$ cat src/sv/vhi_pkg.sv
// shared types, codes and constants of the versioned hash index
`timescale 1ns / 1ps

package vhi_pkg;

    localparam int TABLE_SLOTS_DEF = 1024;

    localparam logic [63:0] FNV_OFFSET   = 64'hcbf29ce484222325;
    // fnv prime is 2^40 + 0x1b3
    localparam int          FNV_SHIFT    = 40;
    localparam logic [63:0] FNV_PRIME_LO = 64'h00000000000001b3;
    localparam logic [2:0]  HASH_LAST    = 3'd7;

    localparam logic [1:0] CMD_LOOKUP = 2'd0;
    localparam logic [1:0] CMD_INSERT = 2'd1;
    localparam logic [1:0] CMD_UPDATE = 2'd2;
    localparam logic [1:0] CMD_DELETE = 2'd3;

    localparam logic [2:0] ST_OK           = 3'd0;
    localparam logic [2:0] ST_NOT_FOUND    = 3'd1;
    localparam logic [2:0] ST_DUPLICATE    = 3'd2;
    localparam logic [2:0] ST_FULL         = 3'd3;
    localparam logic [2:0] ST_REV_REJECTED = 3'd4;
    localparam logic [2:0] ST_CONFLICT     = 3'd5;

    typedef struct packed {
        logic [1:0]  cmd;
        logic [63:0] doc_key;
        logic [31:0] txn_id;
        logic [31:0] doc_handle;
        logic        revision_accepted;
    } in_item_t;

    typedef struct packed {
        logic [2:0]  status;
        logic [31:0] found_handle;
    } out_item_t;

    typedef enum logic [3:0] {
        S_CLEAR,
        S_IDLE,
        S_HASH,
        S_INIT,
        S_PRD,
        S_PCHK,
        S_SRD,
        S_SCHK,
        S_SCLR,
        S_RESP
    } state_t;

    typedef enum logic [2:0] {
        WR_NONE,
        WR_NEW,
        WR_HANDLE,
        WR_STAMP,
        WR_FREE,
        WR_MOVE,
        WR_SWEEP
    } wr_op_t;

    typedef enum logic [1:0] {
        IDX_HOLD,
        IDX_HOME,
        IDX_NEXT,
        IDX_NEXT_RST
    } idx_op_t;

    typedef enum logic [1:0] {
        CNT_HOLD,
        CNT_INC,
        CNT_DEC
    } cnt_op_t;

    typedef enum logic [1:0] {
        FND_HOLD,
        FND_ROW
    } fnd_op_t;

    typedef struct packed {
        logic       load_item;
        logic       hash_step;
        logic       mem_rd;
        wr_op_t     wr_op;
        idx_op_t    idx_op;
        logic       gap_ld;
        cnt_op_t    cnt_op;
        logic       st_ld;
        logic [2:0] st_code;
        fnd_op_t    fnd_op;
        logic       put_set;
        logic       resp_ld;
    } dp_cmd_t;

    typedef struct packed {
        logic       hash_last;
        logic       full;
        logic       occ;
        logic       match;
        logic       cb_eq;
        logic       last_probe;
        logic       stays;
        logic       shift_end;
        logic       clear_last;
        logic       out_free;
        logic [1:0] cmd;
        logic       rev;
        logic       put;
    } dp_stat_t;

endpackage

$ cat src/sv/vhi_ctrl.sv
// command sequencer of the versioned hash index
`timescale 1ns / 1ps

module vhi_ctrl (
    input  logic              clk,
    input  logic              rst_n,
    input  logic              in_valid,
    output logic              in_stall,
    input  vhi_pkg::dp_stat_t stat,
    output vhi_pkg::dp_cmd_t  cmd
);

    vhi_pkg::state_t state_reg, state_next;
    logic            ins_like;

    assign ins_like = (stat.cmd == vhi_pkg::CMD_INSERT) || stat.put;

    always_ff @(posedge clk or negedge rst_n)
    begin
        if (!rst_n)
        begin
            state_reg <= vhi_pkg::S_CLEAR;
        end
        else
        begin
            state_reg <= state_next;
        end
    end

    always_comb
    begin
        state_next = state_reg;
        case (state_reg)
            vhi_pkg::S_CLEAR:
            begin
                if (stat.clear_last)
                begin
                    state_next = vhi_pkg::S_IDLE;
                end
            end
            vhi_pkg::S_IDLE:
            begin
                if (in_valid)
                begin
                    state_next = vhi_pkg::S_HASH;
                end
            end
            vhi_pkg::S_HASH:
            begin
                if (stat.hash_last)
                begin
                    state_next = vhi_pkg::S_INIT;
                end
            end
            vhi_pkg::S_INIT:
            begin
                if (stat.cmd == vhi_pkg::CMD_INSERT && stat.full)
                begin
                    state_next = vhi_pkg::S_RESP;
                end
                else
                begin
                    state_next = vhi_pkg::S_PRD;
                end
            end
            vhi_pkg::S_PRD: state_next = vhi_pkg::S_PCHK;
            vhi_pkg::S_PCHK:
            begin
                state_next = vhi_pkg::S_RESP;
                if (stat.occ && !stat.match && !stat.last_probe)
                begin
                    state_next = vhi_pkg::S_PRD;
                end
                else if (stat.match && !ins_like && stat.rev)
                begin
                    if (stat.cmd == vhi_pkg::CMD_UPDATE && !stat.cb_eq && !stat.full)
                    begin
                        state_next = vhi_pkg::S_INIT;
                    end
                    else if (stat.cmd == vhi_pkg::CMD_DELETE && stat.cb_eq)
                    begin
                        state_next = vhi_pkg::S_SRD;
                    end
                end
            end
            vhi_pkg::S_SRD:
            begin
                state_next = stat.shift_end ? vhi_pkg::S_RESP : vhi_pkg::S_SCHK;
            end
            vhi_pkg::S_SCHK:
            begin
                if (!stat.occ)
                begin
                    state_next = vhi_pkg::S_RESP;
                end
                else if (stat.stays)
                begin
                    state_next = vhi_pkg::S_SRD;
                end
                else
                begin
                    state_next = vhi_pkg::S_SCLR;
                end
            end
            vhi_pkg::S_SCLR: state_next = vhi_pkg::S_SRD;
            vhi_pkg::S_RESP:
            begin
                if (stat.out_free)
                begin
                    state_next = vhi_pkg::S_IDLE;
                end
            end
            default: state_next = vhi_pkg::S_CLEAR;
        endcase
    end

    always_comb
    begin
        cmd          = '0;
        cmd.wr_op    = vhi_pkg::WR_NONE;
        cmd.idx_op   = vhi_pkg::IDX_HOLD;
        cmd.cnt_op   = vhi_pkg::CNT_HOLD;
        cmd.fnd_op   = vhi_pkg::FND_HOLD;
        cmd.st_code  = vhi_pkg::ST_OK;
        in_stall     = 1'b1;
        case (state_reg)
            vhi_pkg::S_CLEAR: cmd.wr_op = vhi_pkg::WR_SWEEP;
            vhi_pkg::S_IDLE:
            begin
                in_stall      = 1'b0;
                cmd.load_item = in_valid;
            end
            vhi_pkg::S_HASH: cmd.hash_step = 1'b1;
            vhi_pkg::S_INIT:
            begin
                cmd.idx_op  = vhi_pkg::IDX_HOME;
                cmd.st_ld   = 1'b1;
                cmd.st_code = vhi_pkg::ST_FULL;
            end
            vhi_pkg::S_PRD: cmd.mem_rd = 1'b1;
            vhi_pkg::S_PCHK:
            begin
                cmd.st_ld = 1'b1;
                if (!stat.occ)
                begin
                    if (ins_like)
                    begin
                        cmd.wr_op   = vhi_pkg::WR_NEW;
                        cmd.cnt_op  = vhi_pkg::CNT_INC;
                        cmd.st_code = vhi_pkg::ST_OK;
                    end
                    else
                    begin
                        cmd.st_code = vhi_pkg::ST_NOT_FOUND;
                    end
                end
                else if (stat.match)
                begin
                    if (stat.cmd == vhi_pkg::CMD_INSERT)
                    begin
                        cmd.st_code = vhi_pkg::ST_DUPLICATE;
                        cmd.fnd_op  = vhi_pkg::FND_ROW;
                    end
                    else if (stat.put)
                    begin
                        // a second visible version behind the stamped one
                        cmd.st_code = vhi_pkg::ST_CONFLICT;
                    end
                    else
                    begin
                        cmd.fnd_op = vhi_pkg::FND_ROW;
                        if (stat.cmd == vhi_pkg::CMD_LOOKUP)
                        begin
                            cmd.st_code = vhi_pkg::ST_OK;
                        end
                        else if (!stat.rev)
                        begin
                            cmd.st_code = vhi_pkg::ST_REV_REJECTED;
                        end
                        else if (stat.cmd == vhi_pkg::CMD_UPDATE)
                        begin
                            if (stat.cb_eq)
                            begin
                                cmd.wr_op   = vhi_pkg::WR_HANDLE;
                                cmd.st_code = vhi_pkg::ST_OK;
                            end
                            else if (stat.full)
                            begin
                                cmd.st_code = vhi_pkg::ST_FULL;
                            end
                            else
                            begin
                                cmd.wr_op   = vhi_pkg::WR_STAMP;
                                cmd.put_set = 1'b1;
                            end
                        end
                        else
                        begin
                            cmd.st_code = vhi_pkg::ST_OK;
                            if (stat.cb_eq)
                            begin
                                cmd.wr_op  = vhi_pkg::WR_FREE;
                                cmd.cnt_op = vhi_pkg::CNT_DEC;
                                cmd.gap_ld = 1'b1;
                                cmd.idx_op = vhi_pkg::IDX_NEXT_RST;
                            end
                            else
                            begin
                                cmd.wr_op = vhi_pkg::WR_STAMP;
                            end
                        end
                    end
                end
                else if (stat.last_probe)
                begin
                    cmd.st_code = ins_like ? vhi_pkg::ST_FULL : vhi_pkg::ST_NOT_FOUND;
                end
                else
                begin
                    cmd.st_ld  = 1'b0;
                    cmd.idx_op = vhi_pkg::IDX_NEXT;
                end
            end
            vhi_pkg::S_SRD: cmd.mem_rd = !stat.shift_end;
            vhi_pkg::S_SCHK:
            begin
                if (stat.occ)
                begin
                    if (stat.stays)
                    begin
                        cmd.idx_op = vhi_pkg::IDX_NEXT;
                    end
                    else
                    begin
                        cmd.wr_op = vhi_pkg::WR_MOVE;
                    end
                end
            end
            vhi_pkg::S_SCLR:
            begin
                cmd.wr_op  = vhi_pkg::WR_FREE;
                cmd.gap_ld = 1'b1;
                cmd.idx_op = vhi_pkg::IDX_NEXT;
            end
            vhi_pkg::S_RESP: cmd.resp_ld = stat.out_free;
            default: cmd.load_item = 1'b0;
        endcase
    end

endmodule

$ cat config.mk
export PLATFORM = sky130hd
export DESIGN_NAME = vhi_ctrl
export DESIGN_NICKNAME = d
export VERILOG_FILES = /design/src/sv/vhi_pkg.sv /design/src/sv/vhi_ctrl.sv
export SDC_FILE = /design/constraint.sdc
export NUM_CORES = 1
export LEC_CHECK = 0
export BUFFER_PORTS_ARGS = -buffer_cell sky130_fd_sc_hd__buf_2
export CAP_MARGIN = 0
export CORE_ASPECT_RATIO = 1.2
export CORE_MARGIN = 5
export CORE_UTILIZATION = 40
export DETAILED_ROUTE_END_ITERATION = 12
export HOLD_SLACK_MARGIN = 0.02
export PLACE_DENSITY = 0.72
export SYNTH_ARGS = -nofsm -noshare
export SYNTH_HDL_FRONTEND = slang
export SYNTH_SLANG_ARGS = --single-unit
$ cat constraint.sdc
create_clock -name clk -period 1.3 [get_ports clk]
set_input_delay 0.195 -clock clk [delete_from_list [all_inputs] [get_ports clk]]
set_output_delay 0.195 -clock clk [all_outputs]
set_load 0.02 [all_outputs]
==> run_results.csv <==
group,metric,value,unit
clock_tree,cts_sinks,4,
route,ant_nets,0,
placement,dp_worst_setup_slack,-231,ps
global_route,track_usage,20.7,%
route,routedWlPerCell,16.6,µm
critical_path,critPathKind,"reg -> out",
cells_and_area,nets,206,
critical_path,r2r-start,"state_reg[0]",
power_and_ir_drop,power.leakage,0.794,nW
timing,drv_slew,0,
cells_and_area,largest_reg_flops,4,
critical_path,timing.rr.end,"state_reg[1]",
synthesis,synthArstFlopShare,100,%
cells_and_area,synthToLayoutAreaGrowth,102,%
clock_tree,cts_root_buf,"clkbuf_4",
synthesis,yosys_warnings,0,
floorplanning,die_w,51.4,µm
synthesis,syn_inst,111,
clock_tree,clk_path_buf_depth,2,
timing,finClkSkew,0.841,ps
critical_path,r2r_setup_slack,-230,ps
route,vias,1207,
route,drcViolationCount,0,
timing,setup_viol,23,
synthesis,syn_area,822,µm²
floorplanning,row_count,18,
placement,dp_hpwl,2260,µm
hold_path,hp-class,"in -> async",
power_and_ir_drop,seq_power_share,8.7,%
placement,gp_congestion,0.827,
cells_and_area,fillers,119,
timing,hold_viol,0,
run_status,outcome,"finished with violations",
critical_path,crit_fanout,4,
power_and_ir_drop,pwr-share-clk,4.4,%
placement,portBuffers,35,
power_and_ir_drop,p_sw,1.53,mW
cells_and_area,drive_above_1_share,69.0,%
clock_tree,cts_buffers,3,
critical_path,worstPathArrival,1490,ps
power_and_ir_drop,p_comb_share,86.9,%
critical_path,worstSetupEndpointType,"output pin",
timing,max_freq,593,MHz
synthesis,synth.yosys.seq_area_share,12.2,%
route,viasPerCell,5.83,
timing,fin_crit,1690,ps
floorplanning,dieArea,0.00307,mm²
timing,rsz0062_at_grt,"yes",
synthesis,syn_area_per_cell,7.41,µm²
route,finalWirelength,3450,µm
floorplanning,pin_count,37,
clock_tree,htreeDepth,1,
global_route,grt_max_degree,19,
run_status,violations,"negative setup slack",
power_and_ir_drop,irDropWorstVdd,1.57,mV
synthesis,ys.flop_type,"dfrtp_1",
global_route,grt_pass1_wl,4950,µm
floorplanning,core_area,0.00200,mm²
timing,holdWs,291,ps
synthesis,synth_edf_count,0,
global_route,antenna_found_initial,0,
clock_tree,cts_tree,"yes",
critical_path,cp-start-kind,"register",
floorplanning,die_h,59.7,µm
global_route,overflow,0,
floorplanning,initial_utilization,41.0,%
synthesis,synthesis.nets,128,
critical_path,required,1110,ps
global_route,grt_pass1_vias,1154,
timing,fin_ws,-386,ps
clock_tree,cts.clk_slew.worst_paths,40,ps
power_and_ir_drop,p_int,1.79,mW
route,drt_iter0_drc,28,
route,dr.pass1.iters,4,
synthesis,ys_seq_elements,4,
cells_and_area,antennaDiodeCount,0,
critical_path,r2r_cells,6,
synthesis,synth_cell_types,50,
timing,period_share,130,%
flow_run,drv_cap,0,
power_and_ir_drop,swShare,46.1,%
clock_tree,clk_latency,230,ps
power_and_ir_drop,p_per_area,2000,mW/mm²
==> power groups by stage <==
stage                     clock, mW  combinational [mW]  sequential [mW]
after floorplan                   0                1.37            0.243
after global placement            0                1.90            0.253
after detailed placement          0                1.95            0.258
after CTS                     0.156                2.50            0.275
after global routing          0.169                3.06            0.296
final                         0.147                2.88            0.288
==> worst max path at each step <==
stage,startpoint,end,slack (ps),depth (start not counted)
detailed placement,stat[3],cmd[4],-230,6
global route,state_reg[3],cmd[15],-470,6
global placement,state_reg[0],cmd[4],-170,4
floorplan,state_reg[3],cmd[2],-200,5
CTS,state_reg[1],cmd[4],-350,4
finish,state_reg[3],cmd[15],-390,6
==> what timing repair did <==
action                                  CTS  global route
gates cloned                              0             1
pin swaps                                 8            14
hold buffers                              1             0
endpoints found under the setup margin   23            23
setup buffers                             5             7
resized for setup                        48            25
hold endpoints to repair                  4             0
==> metrics by stage <==
step / util, % / total power, mW / TNS (ps) / cell area (µm²) / cells
3_5_place_dp: 64.4 / 2.21 / -2760 / 1290 / 191
3_3_place_gp: 64.4 / 2.16 / -2090 / 1290 / 191
6_report: 82.9 / 3.32 / -5970 / 1660 / 207
2_1_floorplan: - / 1.62 / -1360 / 902 / 111
5_1_grt: 82.9 / 3.52 / -7490 / 1660 / 207
4_1_cts: 75.9 / 2.93 / -5940 / 1520 / 200
==> layout by cell type, fill, tap and decap left out, types with 2 or more instances in the layout <==
master and n:
buf_4 39, buf_6 21, buf_2 19, nand2_2 10, nor2_1 7, nand2b_1 6
a21oi_1 4, o21a_1 4, nor2b_1 4, nor2_4 3, inv_1 3, nand2_1 3
clkbuf_4 3, nand2b_4 2, nor4_4 2, a21oi_2 2, and3_4 2, o21ai_1 2
a211oi_2 2, nor3_1 2, o21ai_0 2, dfrtp_2 2, dfrtp_1 2
==> cells in the mapped netlist (2+ instances only) <==
cell type	number	area share, %
a211oi_1	3	2.7
a21oi_1	7	4.3
and3_1	2	1.5
buf_4	4	3.7
dfrtp_1	4	12
inv_1	4	1.8
nand2_1	12	5.5
nand2b_1	8	6.1
nor2_1	10	4.6
nor2b_1	6	4.6
nor3_1	3	1.8
o21a_1	4	3.7
o21ai_0	5	3.0
o22ai_1	2	1.5
o31ai_1	2	1.8
==> logic make-up after synthesis <==
group | count (synthesis) | share of synthesized area [%]
AOI/OAI and AO/OA | 38 | 34.7
buffers and inverters | 11 | 9.13
DFF | 4 | 12.2
muxes | 1 | 1.22
other | 1 | 0.456
and+or+nand+nor | 56 | 42.3
==> critical path: stages, from the launching register on <==
cell	delay (ps)
dfrtp_1	390
nand4b_4	200
buf_4	180
inv_1	60
a21oi_1	70
o22ai_1	190
buf_4	170
==> final cells by class <==
type | count | area [µm²] | area share (%)
multi-input combinational | 96 | 862 | 51.9
timing repair buffer | 80 | 634 | 38.2
sequential | 4 | 103 | 6.17
tap | 20 | 25.0 | 1.51
clock buffer | 3 | 22.5 | 1.36
inverter | 4 | 15.0 | 0.904
==> layer usage <==
layer  vias up  part of all wire [%]  global-route usage, %
met5         -                     0                      0
met4         0                   3.2                   6.37
met3        12                   4.1                   2.49
met2        47                    55                   41.3
met1       581                    37                   22.2
li1        567                     -                      -
(Power assumes the default switching activity.)
